$ cat src/rtl/zcs_pkg.sv
// shared types, constants and the arctangent table for the zadoff-chu generator
package zcs_pkg;

	localparam int LEN_W        = 12;
	localparam int MOD_W        = LEN_W + 1;
	localparam int AMP_W        = 15;
	localparam int ANGLE_W      = 16;
	localparam int SAMPLE_W     = 16;
	localparam int CFG_IDX_W    = 2;
	localparam int CFG_DATA_W   = 15;

	localparam int MAX_LENGTH   = 4095;
	localparam int CORDIC_STEPS = 16;
	localparam int TABLE_SIZE   = 24;
	localparam int ATAN_IDX_W   = $clog2(TABLE_SIZE);

	// divider passes: root mod length shifts in the root, the angle divide its 16 fraction bits
	localparam int REM_STEPS    = LEN_W;
	localparam int DIV_STEPS    = ANGLE_W;
	localparam int STEP_W       = $clog2((CORDIC_STEPS > DIV_STEPS) ? CORDIC_STEPS : DIV_STEPS);

	// cordic datapath: x0 = amplitude * gain stays below 2^31, growth 1.65 and the sign get three more bits
	localparam int GAIN_W       = 16;
	localparam int GAIN_Q16     = 39797;
	localparam int X0_W         = AMP_W + GAIN_W;
	localparam int CX_W         = X0_W + 3;
	localparam int CZ_W         = 32;

	localparam logic [LEN_W-1:0] RESET_LENGTH    = LEN_W'(401);
	localparam logic [LEN_W-1:0] RESET_ROOT      = LEN_W'(25);
	localparam logic [AMP_W-1:0] RESET_AMPLITUDE = AMP_W'(22938);
	localparam logic [MOD_W-1:0] RESET_STEP      = MOD_W'((2 * 25) % (2 * 401));

	typedef enum logic [CFG_IDX_W-1:0] {
		CFG_LENGTH    = 2'd0,
		CFG_ROOT      = 2'd1,
		CFG_AMPLITUDE = 2'd2
	} cfg_reg_t;

	typedef enum logic [2:0] {
		ST_IDLE,
		ST_REM,
		ST_DIV,
		ST_LOAD,
		ST_CORDIC,
		ST_DONE
	} zcs_state_t;

	// arctangent of 2^-i, 2^32 per turn
	function automatic logic [CZ_W-1:0] atan_turns(input logic [ATAN_IDX_W-1:0] i);
		logic [CZ_W-1:0] v;
		unique case (i)
			5'd0:  v = 32'h20000000;
			5'd1:  v = 32'h12E4051E;
			5'd2:  v = 32'h09FB385B;
			5'd3:  v = 32'h051111D4;
			5'd4:  v = 32'h028B0D43;
			5'd5:  v = 32'h0145D7E1;
			5'd6:  v = 32'h00A2F61E;
			5'd7:  v = 32'h00517C55;
			5'd8:  v = 32'h0028BE53;
			5'd9:  v = 32'h00145F2F;
			5'd10: v = 32'h000A2F98;
			5'd11: v = 32'h000517CC;
			5'd12: v = 32'h00028BE6;
			5'd13: v = 32'h000145F3;
			5'd14: v = 32'h0000A2FA;
			5'd15: v = 32'h0000517D;
			5'd16: v = 32'h000028BE;
			5'd17: v = 32'h0000145F;
			5'd18: v = 32'h00000A30;
			5'd19: v = 32'h00000518;
			5'd20: v = 32'h0000028C;
			5'd21: v = 32'h00000146;
			5'd22: v = 32'h000000A3;
			5'd23: v = 32'h00000051;
			default: v = '0;
		endcase
		return v;
	endfunction

endpackage

$ cat src/rtl/zcs_cfg_if.sv
// configuration write channel: register index and write data
interface zcs_cfg_if;
	import zcs_pkg::*;

	logic                  valid;
	logic                  ready;
	logic [CFG_IDX_W-1:0]  index;
	logic [CFG_DATA_W-1:0] data;

	modport source (output valid, output index, output data, input ready);
	modport sink   (input valid, input index, input data, output ready);
endinterface

$ cat src/rtl/zcs_in_if.sv
// sample request channel
interface zcs_in_if;
	logic valid;
	logic ready;
	logic restart;

	modport source (output valid, output restart, input ready);
	modport sink   (input valid, input restart, output ready);
endinterface

$ cat src/rtl/zcs_out_if.sv
// sample result channel
interface zcs_out_if;
	import zcs_pkg::*;

	logic                       valid;
	logic                       ready;
	logic signed [SAMPLE_W-1:0] in_phase;
	logic signed [SAMPLE_W-1:0] quadrature;
	logic        [LEN_W-1:0]    sample_number;
	logic                       period_end;

	modport source (output valid, output in_phase, output quadrature, output sample_number,
		output period_end, input ready);
	modport sink   (input valid, input in_phase, input quadrature, input sample_number,
		input period_end, output ready);
endinterface

$ cat src/rtl/zadoff_chu_sequence_generator_unit.sv
// zadoff-chu sample generator: phase residue tracking, shared divider and iterative cordic
//
//  channel  dir  beat payload                                       handshake
//  cfg      in   index (2b), data (15b)                             valid/ready, ready always high
//  req      in   restart (1b)                                       valid/ready
//  rsp      out  in_phase, quadrature (16b s), sample_number (12b), valid/ready, output register
//                period_end (1b)
//
//  a request beat runs to its result through accept, 16 angle divide steps on the shared
//  restoring divider, angle load, 16 cordic micro-rotations, rotate/round once rsp is free
//  the next request may be taken the cycle after the result is loaded, even while rsp stalls
//  a write to length or root restarts the sequence and runs a root mod length pass on
//  the same divider, req.ready stays low during it; amplitude writes act at once
//  reset loads the default registers with the matching phase step, no pass after reset
module zadoff_chu_sequence_generator_unit (
	input  logic           clk,
	input  logic           arst_n,
	zcs_cfg_if.sink        cfg,
	zcs_in_if.sink         req,
	zcs_out_if.source      rsp
);
	import zcs_pkg::*;

	// configuration registers and derived phase step
	logic [LEN_W-1:0] cfg_len_q;
	logic [LEN_W-1:0] cfg_root_q;
	logic [AMP_W-1:0] cfg_amp_q;
	logic [MOD_W-1:0] r2_q;          // 2*root mod 2L
	logic             dirty_q;       // r2 must be recomputed

	// sequence state
	logic [LEN_W-1:0] n_q;
	logic [MOD_W-1:0] k_q;
	logic [MOD_W-1:0] d_q;

	// sequencer
	zcs_state_t       state_q, state_d;
	logic [STEP_W-1:0] step_q;

	// shared divider
	logic [MOD_W-1:0]   div_rem_q;
	logic [ANGLE_W-1:0] div_quo_q;
	logic [ANGLE_W-1:0] div_src_q;

	// cordic
	logic signed [CX_W-1:0] cx_q, cy_q;
	logic signed [CZ_W-1:0] cz_q;
	logic [1:0]             quad_q;
	logic [LEN_W-1:0]       samp_q;
	logic                   last_q;

	// output register
	logic                       out_valid_q;
	logic signed [SAMPLE_W-1:0] out_i_q, out_q_q;
	logic [LEN_W-1:0]           out_n_q;
	logic                       out_end_q;

	// effective length, clamped to [2, MAX_LENGTH], and modulus 2L
	logic [LEN_W-1:0] len_eff;
	logic [MOD_W-1:0] mod_c;

	always_comb begin
		if (cfg_len_q < LEN_W'(2)) begin
			len_eff = LEN_W'(2);
		end else if (cfg_len_q > LEN_W'(MAX_LENGTH)) begin
			len_eff = LEN_W'(MAX_LENGTH);
		end else begin
			len_eff = cfg_len_q;
		end
		mod_c = {len_eff, 1'b0};
	end

	// accept-time sequence update
	logic             accept;
	logic             restart_c;
	logic [LEN_W-1:0] n_e;
	logic [MOD_W-1:0] k_e, d_e;
	logic             last_c;
	logic [MOD_W:0]   k_sum, d_sum;
	logic [MOD_W-1:0] k_nx, d_nx;

	assign accept = req.valid && req.ready;

	always_comb begin
		restart_c = req.restart || (n_q >= len_eff) || (k_q >= mod_c) || (d_q >= mod_c);
		n_e = restart_c ? '0 : n_q;
		k_e = restart_c ? '0 : k_q;
		d_e = restart_c ? r2_q : d_q;
		last_c = (n_e == len_eff - LEN_W'(1));
		// both terms below 2L, one conditional subtract brings the sum back
		k_sum = {1'b0, k_e} + {1'b0, d_e};
		d_sum = {1'b0, d_e} + {1'b0, r2_q};
		k_nx = (k_sum >= {1'b0, mod_c}) ? MOD_W'(k_sum - {1'b0, mod_c}) : k_sum[MOD_W-1:0];
		d_nx = (d_sum >= {1'b0, mod_c}) ? MOD_W'(d_sum - {1'b0, mod_c}) : d_sum[MOD_W-1:0];
	end

	// restoring divider step, remainder always stays below the divisor
	logic [MOD_W-1:0] div_den;
	logic [MOD_W:0]   div_t;
	logic             div_ge;
	logic [MOD_W-1:0] div_rem_nx;

	always_comb begin
		div_den = (state_q == ST_REM) ? {1'b0, len_eff} : mod_c;
		div_t   = {div_rem_q, div_src_q[ANGLE_W-1]};
		div_ge  = (div_t >= {1'b0, div_den});
		div_rem_nx = div_ge ? MOD_W'(div_t - {1'b0, div_den}) : div_t[MOD_W-1:0];
	end

	// angle load: phase = -a turns, quadrant split, residual in [-1/8, 1/8) turn
	logic [ANGLE_W-1:0] neg_a;
	logic [ANGLE_W-1:0] quad_sum;
	logic [1:0]         quad_c;
	logic [ANGLE_W-1:0] resid_c;
	logic [X0_W-1:0]    x0_c;

	always_comb begin
		neg_a    = ANGLE_W'(0) - div_quo_q;
		quad_sum = neg_a + ANGLE_W'(16'h2000);
		quad_c   = quad_sum[ANGLE_W-1:ANGLE_W-2];
		resid_c  = neg_a - {quad_c, {(ANGLE_W-2){1'b0}}};
		x0_c     = X0_W'(cfg_amp_q) * X0_W'(GAIN_Q16);
	end

	// cordic micro-rotation on the shared shifter
	logic signed [CX_W-1:0] xs_c, ys_c;
	logic signed [CZ_W-1:0] at_c;

	always_comb begin
		xs_c = cx_q >>> step_q;
		ys_c = cy_q >>> step_q;
		at_c = $signed(atan_turns(ATAN_IDX_W'(step_q)));
	end

	// quadrant rotation and rounding to q1.15
	function automatic logic signed [SAMPLE_W-1:0] to_q15(input logic signed [CX_W-1:0] v);
		logic signed [CX_W:0]      s;
		logic signed [CX_W-16:0]   r;
		logic signed [SAMPLE_W-1:0] o;
		s = {v[CX_W-1], v} + (CX_W+1)'(32768);
		r = s[CX_W:16];
		if (r > (CX_W-15)'(32767)) begin
			o = 16'sh7FFF;
		end else if (r < -(CX_W-15)'(32768)) begin
			o = 16'sh8000;
		end else begin
			o = r[SAMPLE_W-1:0];
		end
		return o;
	endfunction

	logic signed [CX_W-1:0] rx_c, ry_c;

	always_comb begin
		unique case (quad_q)
			2'd1: begin
				rx_c = -cy_q;
				ry_c = cx_q;
			end
			2'd2: begin
				rx_c = -cx_q;
				ry_c = -cy_q;
			end
			2'd3: begin
				rx_c = cy_q;
				ry_c = -cx_q;
			end
			default: begin
				rx_c = cx_q;
				ry_c = cy_q;
			end
		endcase
	end

	logic out_free;
	assign out_free = !out_valid_q || rsp.ready;

	// next state
	always_comb begin
		state_d = state_q;
		unique case (state_q)
			ST_IDLE: begin
				if (accept) begin
					state_d = ST_DIV;
				end else if (dirty_q) begin
					state_d = ST_REM;
				end
			end
			ST_REM: begin
				if (step_q == STEP_W'(REM_STEPS - 1)) begin
					state_d = ST_IDLE;
				end
			end
			ST_DIV: begin
				if (step_q == STEP_W'(DIV_STEPS - 1)) begin
					state_d = ST_LOAD;
				end
			end
			ST_LOAD: begin
				state_d = ST_CORDIC;
			end
			ST_CORDIC: begin
				if (step_q == STEP_W'(CORDIC_STEPS - 1)) begin
					state_d = ST_DONE;
				end
			end
			ST_DONE: begin
				if (out_free) begin
					state_d = ST_IDLE;
				end
			end
			default: state_d = ST_IDLE;
		endcase
	end

	always_ff @(posedge clk or negedge arst_n) begin
		if (!arst_n) begin
			state_q <= ST_IDLE;
		end else begin
			state_q <= state_d;
		end
	end

	// control and sequence state
	always_ff @(posedge clk or negedge arst_n) begin
		if (!arst_n) begin
			cfg_len_q   <= RESET_LENGTH;
			cfg_root_q  <= RESET_ROOT;
			cfg_amp_q   <= RESET_AMPLITUDE;
			r2_q        <= RESET_STEP;
			dirty_q     <= 1'b0;
			n_q         <= '0;
			k_q         <= '0;
			d_q         <= RESET_STEP;
			step_q      <= '0;
			out_valid_q <= 1'b0;
		end else begin
			if (state_q != state_d) begin
				step_q <= '0;
			end else begin
				step_q <= step_q + STEP_W'(1);
			end

			if (accept) begin
				if (last_c) begin
					n_q <= '0;
					k_q <= '0;
					d_q <= r2_q;
				end else begin
					n_q <= n_e + LEN_W'(1);
					k_q <= k_nx;
					d_q <= d_nx;
				end
			end

			if (state_q == ST_IDLE && state_d == ST_REM) begin
				dirty_q <= 1'b0;
			end
			if (state_q == ST_REM && step_q == STEP_W'(REM_STEPS - 1)) begin
				r2_q <= {div_rem_nx[LEN_W-1:0], 1'b0};
				d_q  <= {div_rem_nx[LEN_W-1:0], 1'b0};
			end

			// length or root write restarts the sequence, step follows from the pass
			if (cfg.valid && cfg.ready) begin
				unique case (cfg.index)
					CFG_LENGTH: begin
						cfg_len_q <= cfg.data[LEN_W-1:0];
						n_q       <= '0;
						k_q       <= '0;
						dirty_q   <= 1'b1;
					end
					CFG_ROOT: begin
						cfg_root_q <= cfg.data[LEN_W-1:0];
						n_q        <= '0;
						k_q        <= '0;
						dirty_q    <= 1'b1;
					end
					CFG_AMPLITUDE: begin
						cfg_amp_q <= cfg.data[AMP_W-1:0];
					end
					default: begin
					end
				endcase
			end

			if (state_q == ST_DONE && out_free) begin
				out_valid_q <= 1'b1;
			end else if (rsp.ready) begin
				out_valid_q <= 1'b0;
			end
		end
	end

	// datapath
	always_ff @(posedge clk) begin
		if (accept) begin
			div_rem_q <= k_e;
			div_src_q <= ANGLE_W'(len_eff);
			samp_q    <= n_e;
			last_q    <= last_c;
		end else if (state_q == ST_IDLE && state_d == ST_REM) begin
			div_rem_q <= '0;
			div_src_q <= {cfg_root_q, {(ANGLE_W-LEN_W){1'b0}}};
		end else if (state_q == ST_REM || state_q == ST_DIV) begin
			div_rem_q <= div_rem_nx;
			div_quo_q <= {div_quo_q[ANGLE_W-2:0], div_ge};
			div_src_q <= {div_src_q[ANGLE_W-2:0], 1'b0};
		end

		if (state_q == ST_LOAD) begin
			cx_q   <= $signed(CX_W'(x0_c));
			cy_q   <= '0;
			cz_q   <= $signed({resid_c, {(CZ_W-ANGLE_W){1'b0}}});
			quad_q <= quad_c;
		end else if (state_q == ST_CORDIC) begin
			if (!cz_q[CZ_W-1]) begin
				cx_q <= cx_q - ys_c;
				cy_q <= cy_q + xs_c;
				cz_q <= cz_q - at_c;
			end else begin
				cx_q <= cx_q + ys_c;
				cy_q <= cy_q - xs_c;
				cz_q <= cz_q + at_c;
			end
		end

		if (state_q == ST_DONE && out_free) begin
			out_i_q   <= to_q15(rx_c);
			out_q_q   <= to_q15(ry_c);
			out_n_q   <= samp_q;
			out_end_q <= last_q;
		end
	end

	assign cfg.ready         = 1'b1;
	assign req.ready         = (state_q == ST_IDLE) && !dirty_q;
	assign rsp.valid         = out_valid_q;
	assign rsp.in_phase      = out_i_q;
	assign rsp.quadrature    = out_q_q;
	assign rsp.sample_number = out_n_q;
	assign rsp.period_end    = out_end_q;

`ifndef SYNTHESIS
	// an accepted request always starts the angle divide
	a_accept_div: assert property (@(posedge clk) disable iff (!arst_n)
		req.valid && req.ready |=> state_q == ST_DIV)
		else $error("request beat did not start the divider");

	// the last sample of a period returns the phase to zero
	a_period_wrap: assert property (@(posedge clk) disable iff (!arst_n)
		req.valid && req.ready && last_c |=> n_q == '0 && k_q == '0)
		else $error("sequence did not wrap at period end");

	// residues stay reduced whenever the phase step is current
	a_residue_range: assert property (@(posedge clk) disable iff (!arst_n)
		state_q == ST_IDLE && !dirty_q |-> k_q < mod_c && d_q < mod_c)
		else $error("phase residue out of range");
`endif

endmodule
$ cat src/flat_wrapper.sv
// flat-port wrapper written by rule: the top's interface ports become plain ports
module zadoff_chu_sequence_generator_unit_flat import zcs_pkg::*;
  (clk, arst_n, cfg_valid, cfg_index, cfg_data, cfg_ready, req_valid, req_restart, req_ready, rsp_valid, rsp_in_phase, rsp_quadrature, rsp_sample_number, rsp_period_end, rsp_ready);
  zcs_cfg_if cfg_i ();
  zcs_in_if req_i ();
  zcs_out_if rsp_i ();
  input  logic clk;
  input  logic arst_n;
  input wire logic [$bits(cfg_i.valid)-1:0] cfg_valid;
  input wire logic [$bits(cfg_i.index)-1:0] cfg_index;
  input wire logic [$bits(cfg_i.data)-1:0] cfg_data;
  output wire logic [$bits(cfg_i.ready)-1:0] cfg_ready;
  input wire logic [$bits(req_i.valid)-1:0] req_valid;
  input wire logic [$bits(req_i.restart)-1:0] req_restart;
  output wire logic [$bits(req_i.ready)-1:0] req_ready;
  output wire logic [$bits(rsp_i.valid)-1:0] rsp_valid;
  output wire logic [$bits(rsp_i.in_phase)-1:0] rsp_in_phase;
  output wire logic [$bits(rsp_i.quadrature)-1:0] rsp_quadrature;
  output wire logic [$bits(rsp_i.sample_number)-1:0] rsp_sample_number;
  output wire logic [$bits(rsp_i.period_end)-1:0] rsp_period_end;
  input wire logic [$bits(rsp_i.ready)-1:0] rsp_ready;
  assign cfg_i.valid = cfg_valid;
  assign cfg_i.index = cfg_index;
  assign cfg_i.data = cfg_data;
  assign cfg_ready = cfg_i.ready;
  assign req_i.valid = req_valid;
  assign req_i.restart = req_restart;
  assign req_ready = req_i.ready;
  assign rsp_valid = rsp_i.valid;
  assign rsp_in_phase = rsp_i.in_phase;
  assign rsp_quadrature = rsp_i.quadrature;
  assign rsp_sample_number = rsp_i.sample_number;
  assign rsp_period_end = rsp_i.period_end;
  assign rsp_i.ready = rsp_ready;
  zadoff_chu_sequence_generator_unit u_core (.clk(clk), .arst_n(arst_n), .cfg(cfg_i), .req(req_i), .rsp(rsp_i));
endmodule
$ cat config.mk
export PLATFORM = sky130hd
export DESIGN_NAME = zadoff_chu_sequence_generator_unit_flat
export DESIGN_NICKNAME = d
export VERILOG_FILES = /design/src/rtl/zcs_pkg.sv /design/src/rtl/zcs_cfg_if.sv /design/src/rtl/zcs_in_if.sv /design/src/rtl/zcs_out_if.sv /design/src/rtl/zadoff_chu_sequence_generator_unit.sv /design/src/flat_wrapper.sv
export SDC_FILE = /design/constraint.sdc
export NUM_CORES = 2
export LEC_CHECK = 0
export BUFFER_PORTS_ARGS = -buffer_cell sky130_fd_sc_hd__buf_2
export CAP_MARGIN = 20
export CORE_MARGIN = 1.5
export CORE_UTILIZATION = 25
export CTS_CLUSTER_DIAMETER = 120
export DETAILED_ROUTE_END_ITERATION = 7
export GPL_TIMING_DRIVEN = 0
export PLACE_DENSITY_LB_ADDON = 0.08
export SETUP_SLACK_MARGIN = 0.5
export SYNTH_ARGS = -nofsm -noshare
export SYNTH_HDL_FRONTEND = slang
export SYNTH_SLANG_ARGS = --single-unit
$ cat constraint.sdc
create_clock -name clk -period 23.8 [get_ports clk]
set_input_delay 2.38 -clock clk [delete_from_list [all_inputs] [get_ports clk]]
set_output_delay 2.38 -clock clk [all_outputs]
set_load 0.005 [all_outputs]
== Yosys cells after proc, flatten, opt, wreduce, memory -nomap -nowiden ==
Memory sizes are Yosys's and may differ from the RTL's.
Index checks and enable logic that the tools add are counted.
Word-level totals
  register bits: 303
  bits in read-only memories: 480
  bits of input ports: 23
  output and inout port bits: 48
  memories kept: 1
Memories
  (no name shown): words 16, bits a word 30, rd ports 1, clocked after Yosys merged registers in 0, write ports 0, line zcs_pkg.sv:52  | unique case (i)
Cells by class
  add/sub/neg operators: 21
  multipliers: 1
  magnitude comparators: 12
  eq/ne operators: 15
  shift operators: 2
  muxes and demuxes: 50
  bitwise operators: 2
  reduce and logical (&&, ||, !) cells: 24
Operator list (count)
  13-bit 2-to-1 mux: 16
  34-bit one-hot mux with 3 select lines: 2
  12-bit 2-to-1 mux: 8
  32-bit 2-to-1 mux: 3
  34-bit by 17-bit adder with 35-bit output (second input constant): 2
  34-bit adder: 2
  34-bit 2-to-1 mux: 2
  34-bit negation: 2
  34-bit by 4-bit >>> shifter with 34-bit output: 2
  34-bit subtractor: 2
  16-bit 2-to-1 mux: 4
  31-bit 2-to-1 mux: 2
  14-bit by 13-bit >= comparator with 1-bit output: 3
  13-bit subtractor: 3
  19-bit by 16-bit > comparator with 1-bit output (second input constant): 2
  19-bit by 16-bit < comparator with 1-bit output (second input constant): 2
  32-bit adder: 1
  32-bit subtractor: 1
  15-bit by 16-bit multiplier with 31-bit output (second input constant): 1
  13-bit by 13-bit adder with 14-bit output: 2
  13-bit >= comparator: 2
  3-bit 2-to-1 mux: 6
  3-bit one-hot mux with 6 select lines: 1
  16-bit by 14-bit adder with 16-bit output (second input constant): 1
  other kinds (29): 55

== Logic depth before layout (Yosys ltp) ==
  word-level depth: 15
  gate-level depth with buffers: 38

== Least setup slack after synthesis ==
Ideal clock, no wire load.
  path type: input port to flip-flop
  from: input port req_restart
  to: register u_core.d_q[10]
  data arrival time: 8125 ps
  slack: 15533 ps
  cell stages on the path: 27
  path buffers: 4
  path through: nor4_1 nand3_1 a31oi_1 o211ai_1 and4b_1 clkbuf_1 clkbuf_1 clkbuf_1 o21ai_0 ha_1 fa_1 a21o_1 a21oi_1 o21ai_0 a2111oi_0 nor3_1 a21o_1 a211oi_1 nor2_1 ha_1 nand4_1 a2111o_1 and2_1 nand2_1 clkbuf_1 mux2i_1 o221ai_1
On the way
  longest elaborated chain between the ends: 10
  elaborated cells on any way between the ends: 13
RTL lines
  start: declaration: line flat_wrapper.sv:14  | input wire logic [$bits(req_i.restart)-1:0] req_restart;
  1-bit logical OR * (3 in a row): line zadoff_chu_sequence_generator_unit.sv:85  | restart_c = req.restart || (n_q >= len_eff) || (k_q >= mod_c) || (d_q >= mod_c);
  13-bit 2-to-1 mux: line zadoff_chu_sequence_generator_unit.sv:88  | d_e = restart_c ? r2_q : d_q;
  13-bit by 13-bit adder with 14-bit output: line zadoff_chu_sequence_generator_unit.sv:92  | d_sum = {1'b0, d_e} + {1'b0, r2_q};
  13-bit subtractor or 14-bit by 13-bit >= comparator with 1-bit output (tied branches): line zadoff_chu_sequence_generator_unit.sv:94  | d_nx = (d_sum >= {1'b0, mod_c}) ? MOD_W'(d_sum - {1'b0, mod_c}) : d_sum[MOD_W-1:0];
  13-bit 2-to-1 mux: line zadoff_chu_sequence_generator_unit.sv:94
  13-bit 2-to-1 mux *: line zadoff_chu_sequence_generator_unit.sv:245  | if (last_c) begin
  13-bit 2-to-1 mux *: line zadoff_chu_sequence_generator_unit.sv:244  | if (accept) begin
  13-bit 2-to-1 mux *: line zadoff_chu_sequence_generator_unit.sv:259  | if (state_q == ST_REM && step_q == STEP_W'(REM_STEPS - 1)) begin
  end signal: assignment: line zadoff_chu_sequence_generator_unit.sv:248  | d_q <= r2_q;
  end signal: assignment: line zadoff_chu_sequence_generator_unit.sv:252  | d_q <= d_nx;
  end signal: assignment: line zadoff_chu_sequence_generator_unit.sv:261  | d_q <= {div_rem_nx[LEN_W-1:0], 1'b0};
  end: declaration: line zadoff_chu_sequence_generator_unit.sv:34  | logic [MOD_W-1:0] d_q;
Every way passes the cells marked *; elsewhere a longest branch is shown, timed or not. The select of a mux whose other input is x is not followed.
A chain may end at the register's enable or synchronous reset.

== Final worst setup path ==
  from: register u_core.cfg_len_q[6]
  to: register u_core.d_q[6]
On the way
  longest elaborated chain between the ends: 14
  elaborated cells on any way between the ends: 25
RTL lines
  start: declaration: line zadoff_chu_sequence_generator_unit.sv:25  | logic [LEN_W-1:0] cfg_len_q;
  start signal: assignment: line zadoff_chu_sequence_generator_unit.sv:268  | cfg_len_q <= cfg.data[LEN_W-1:0];
  12-bit > comparator: line zadoff_chu_sequence_generator_unit.sv:65  | end else if (cfg_len_q > LEN_W'(MAX_LENGTH)) begin
  12-bit 2-to-1 mux: line zadoff_chu_sequence_generator_unit.sv:65
  12-bit 2-to-1 mux *: line zadoff_chu_sequence_generator_unit.sv:63  | if (cfg_len_q < LEN_W'(2)) begin
  net u_core.len_eff[0]: line zadoff_chu_sequence_generator_unit.sv:59  | logic [LEN_W-1:0] len_eff;
  12-bit >= comparator: line zadoff_chu_sequence_generator_unit.sv:85
  1-bit logical OR (3 in a row): line zadoff_chu_sequence_generator_unit.sv:85
  13-bit 2-to-1 mux: line zadoff_chu_sequence_generator_unit.sv:88
  13-bit by 13-bit adder with 14-bit output: line zadoff_chu_sequence_generator_unit.sv:92
  13-bit subtractor or 14-bit by 13-bit >= comparator with 1-bit output (tied branches): line zadoff_chu_sequence_generator_unit.sv:94
  13-bit 2-to-1 mux: line zadoff_chu_sequence_generator_unit.sv:94
  13-bit 2-to-1 mux: line zadoff_chu_sequence_generator_unit.sv:245
  13-bit 2-to-1 mux: line zadoff_chu_sequence_generator_unit.sv:244
  13-bit 2-to-1 mux *: line zadoff_chu_sequence_generator_unit.sv:259
Mark *: on every way through the listed nets, which the timed path passes. The rest lies on a longest branch. The select of a mux whose other input is x is not followed.

==> flow_summary_export.csv <==
group,metric,value,unit
cts,clk_pin_slew,0.06,ns
drt,vias,31100,
synth,async_flop_share,32.3,%
global_routing,grt_pass1_vias,31200,
finish,final_cell_mix,"403 x nand2_1, 321 x ha_1, 283 x a21oi_1",
setup_path,rr_worst_depth,36,
cts,cts_sinks,303,
cts,ctsLongestPathBuffers,3,
timing,finalHoldViolCount,0,
setup_path,endpoint_kind,"flip-flop",
setup_path,arrival,11.78,ns
setup_path,ff2ff_setup_slack,12.53,ns
setup_path,r2r-end,"u_core.d_q[6]",
drt,drt_wl_total,152000,um
placed_design,gp_congestion,0.968,
finish,fin_nets,4532,
cts,cts_buffers,43,
drt,wl_met2,69700,um
timing,rsz0062_at_grt,"false",
cts,cts_tree,"yes",
setup_path,cp_max_fo,10,
timing,setup_tns,0,ns
global_routing,grt_antenna_before_repair,2,
drt,drtPass1Iterations,5,
floorplanning,fp-row-count,136,
drt,wl_met3,6300,um
synth,ys_seq_area_share,23.3,%
worst_hold_path,min_path_cells,0,
drt,post_drt_wl_per_cell,25.7,um
floorplanning,die_x,375,um
cts,cts-resized-gates,0,
cts,cts_setup_buffers,0,
floorplanning,boundaryPins,71,
setup_path,crit_slowest_cell,"clkbuf_1",
global_routing,gr-usage-all-layers,21.2,%
placed_design,dp_hpwl,121000,um
cts,cts-root-buf,"clkbuf_16",
synth,syn_nets,4411,
flow_run,max-cap-violations,0,
cts,cts_max_level,2,
worst_hold_path,min_path_type,"reg -> reg",
timing,clock.fmax,0.0887,GHz
floorplanning,coreArea,137000,sq um
synth,syn_inst,3966,
timing,setup_viol,0,
setup_path,cpMostUsedCell,"clkbuf_1",
synth,ys_ff_latch,303,
timing,finClkSkew,0.0255,ns
setup_path,cp-start-kind,"flip-flop",
synth,syn-cell-area,34700,sq um
synth,yosys_warnings,0,
timing,tightest_slew,1.18,ns
status,outcome,"complete, no violations",
timing,slew_headroom,21.0,%
setup_path,cp_slowest_stage_delay,0.64,ns
floorplanning,dieArea,141000,sq um
finish,syn_to_final_growth,12.1,%
finish,drive_gt1_share,9.85,%
global_routing,grt_pass1_wl,222000,um
floorplanning,initial_core_util,25.2,%
drt,m1WireLength,71600,um
setup_path,r2r_start,"u_core.cfg_len_q[6]",
timing,finalMaxSlewViolations,0,
timing,period_needed,11.27,ns
setup_path,crit_type,"reg -> reg",
drt,viasPerCell,5.25,
setup_path,crit_required,24.30,ns
placed_design,portBuffers,69,
synth,synth-edff-count,148,
synth,synthFlopType,"edfxtp_1",
floorplanning,die_h,375,um
timing,fin_crit_sh,47.4,%
drt,drtIter0Drc,2402,
cts,clk_latency,0.64,ns
cts,hold_buffers,0,
global_routing,grt_max_degree,72,
global_routing,grt-ovfl-total,0,
finish,final_common_cell,"nand2_1",
synth,synth.avg_cell_area,8.74,sq um
worst_hold_path,min_to,"u_core.rsp.period_end",
drt,ant_nets,0,
worst_hold_path,hold_start,"u_core.last_q",
synth,yosysUniqueCellTypes,102,
drt,routed.top_layer,"met4",
drt,drc,0,
worst max-delay path by stage:
stage	from	cells past startpoint	to	slack, ns
detailed placement	u_core.cfg_len_q[6]	38	u_core.k_q[7]	12.64
floorplan	req_restart	27	u_core.d_q[10]	15.53
finish	u_core.cfg_len_q[6]	36	u_core.d_q[6]	12.53
global route	u_core.cfg_len_q[6]	36	u_core.d_q[10]	11.83
CTS	u_core.cfg_len_q[6]	36	u_core.d_q[6]	12.53
global placement	u_core.cfg_len_q[6]	36	u_core.d_q[2]	12.57
per-layer routing:
metal,vias to the layer above,GRT usage [%]
li1,14700,-
met1,15400,29.4
met2,823,34.8
met3,193,2.24
met4,0,5.83
met5,-,0
flip-flops by register name, indices dropped and copies added, names as in the netlist, 2 cells and up:
register,count
u_core.rsp.quadrature,16
u_core.div_src_q,16
u_core.d_q,13
u_core.cx_q,34
u_core.cz_q,32
u_core.cfg_len_q,12
u_core.step_q,4
u_core.cfg_root_q,12
u_core.rsp.in_phase,16
u_core.quad_q,2
u_core.cfg_amp_q,15
u_core.r2_q,12
u_core.k_q,13
u_core.cy_q,34
u_core.div_quo_q,16
u_core.div_rem_q,13
u_core.rsp.sample_number,12
u_core.state_q,3
u_core.n_q,12
u_core.samp_q,12
per-stage QoR:
stage	cell area [sq um]	instances	hold WS (ns)	util [%]	setup WS (ns)
global placement	37300	5829	0.404	27.1	12.57
finish	38900	5917	0.417	28.3	12.53
floorplan	34700	3966	0.400	-	15.53
global route	38900	5916	0.426	28.3	11.83
CTS	38900	5916	0.420	28.3	12.53
detailed placement	37400	5836	0.405	27.2	12.64
cells by family (layout without fill, tap and decap cells):
logic type | Yosys count | in the layout | synth area share, %
AO/OA/AOI/OAI | 1025 | 1025 | 18.9
XOR/XNOR | 347 | 347 | 8.76
adder cells (fa/ha/maj) | 422 | 422 | 17.4
buffers and inverters | 467 | 623 | 5.26
flip-flops | 303 | 303 | 23.3
multiplexers | 262 | 262 | 10.6
other | 1 | 2 | 0.0108
AND/OR/NAND/NOR | 1139 | 1139 | 15.8
Yosys cell counts (14+ instances only):
master | count | area share [%]
nand2b_1 | 30 | 0.54
and2_1 | 52 | 0.94
buf_1 | 37 | 0.40
dfstp_2 | 21 | 1.6
nor3_1 | 74 | 1.1
a21oi_1 | 283 | 4.1
clkbuf_1 | 167 | 1.8
mux4_2 | 76 | 4.9
dfxtp_1 | 57 | 3.3
o21ai_0 | 250 | 3.6
dfrtp_1 | 77 | 5.6
edfxtp_1 | 148 | 13
inv_1 | 235 | 2.5
a211o_1 | 14 | 0.35
ha_1 | 321 | 12
o31ai_1 | 25 | 0.54
o21a_1 | 27 | 0.58
a211oi_1 | 29 | 0.63
a22oi_1 | 18 | 0.39
and3_1 | 29 | 0.52
o22ai_1 | 29 | 0.52
nand4_1 | 34 | 0.61
or4_1 | 15 | 0.32
o21bai_1 | 18 | 0.39
a21o_1 | 96 | 2.1
mux2i_1 | 107 | 3.1
fa_1 | 101 | 5.8
mux2_2 | 78 | 2.5
or2_2 | 19 | 0.34
nand3_1 | 80 | 1.2
nand2_1 | 403 | 4.4
xor2_1 | 167 | 4.2
xnor2_1 | 180 | 4.5
nor2b_1 | 40 | 0.72
o211ai_1 | 30 | 0.65
nor4_1 | 27 | 0.49
nor2_1 | 249 | 2.7
or3_1 | 25 | 0.45
a31oi_1 | 42 | 0.76
worst max-delay path, delay by kind of cell (launching register included):
family / cells / cell delay [ns]
compound gates: 14 / 3.67
buf+inv: 7 / 3.30
simple gates: 11 / 2.26
fa+ha+maj: 3 / 1.11
mux: 1 / 0.41
flops: 1 / 0.35
cell type report:
cell class / instances / area [sq um]
buffer: 226 / 921
clock inverter: 21 / 273
antenna: 1 / 2.50
tap: 1794 / 2240
sequential: 303 / 8060
inverter: 241 / 905
timing repair buffer: 76 / 472
multi-input combinational: 3196 / 24800
clock buffer: 59 / 1190
fill: 14900 / 98600
Power is not shown: default switching activity piles up to over one toggle a cycle in this logic, so the estimate is an artifact.
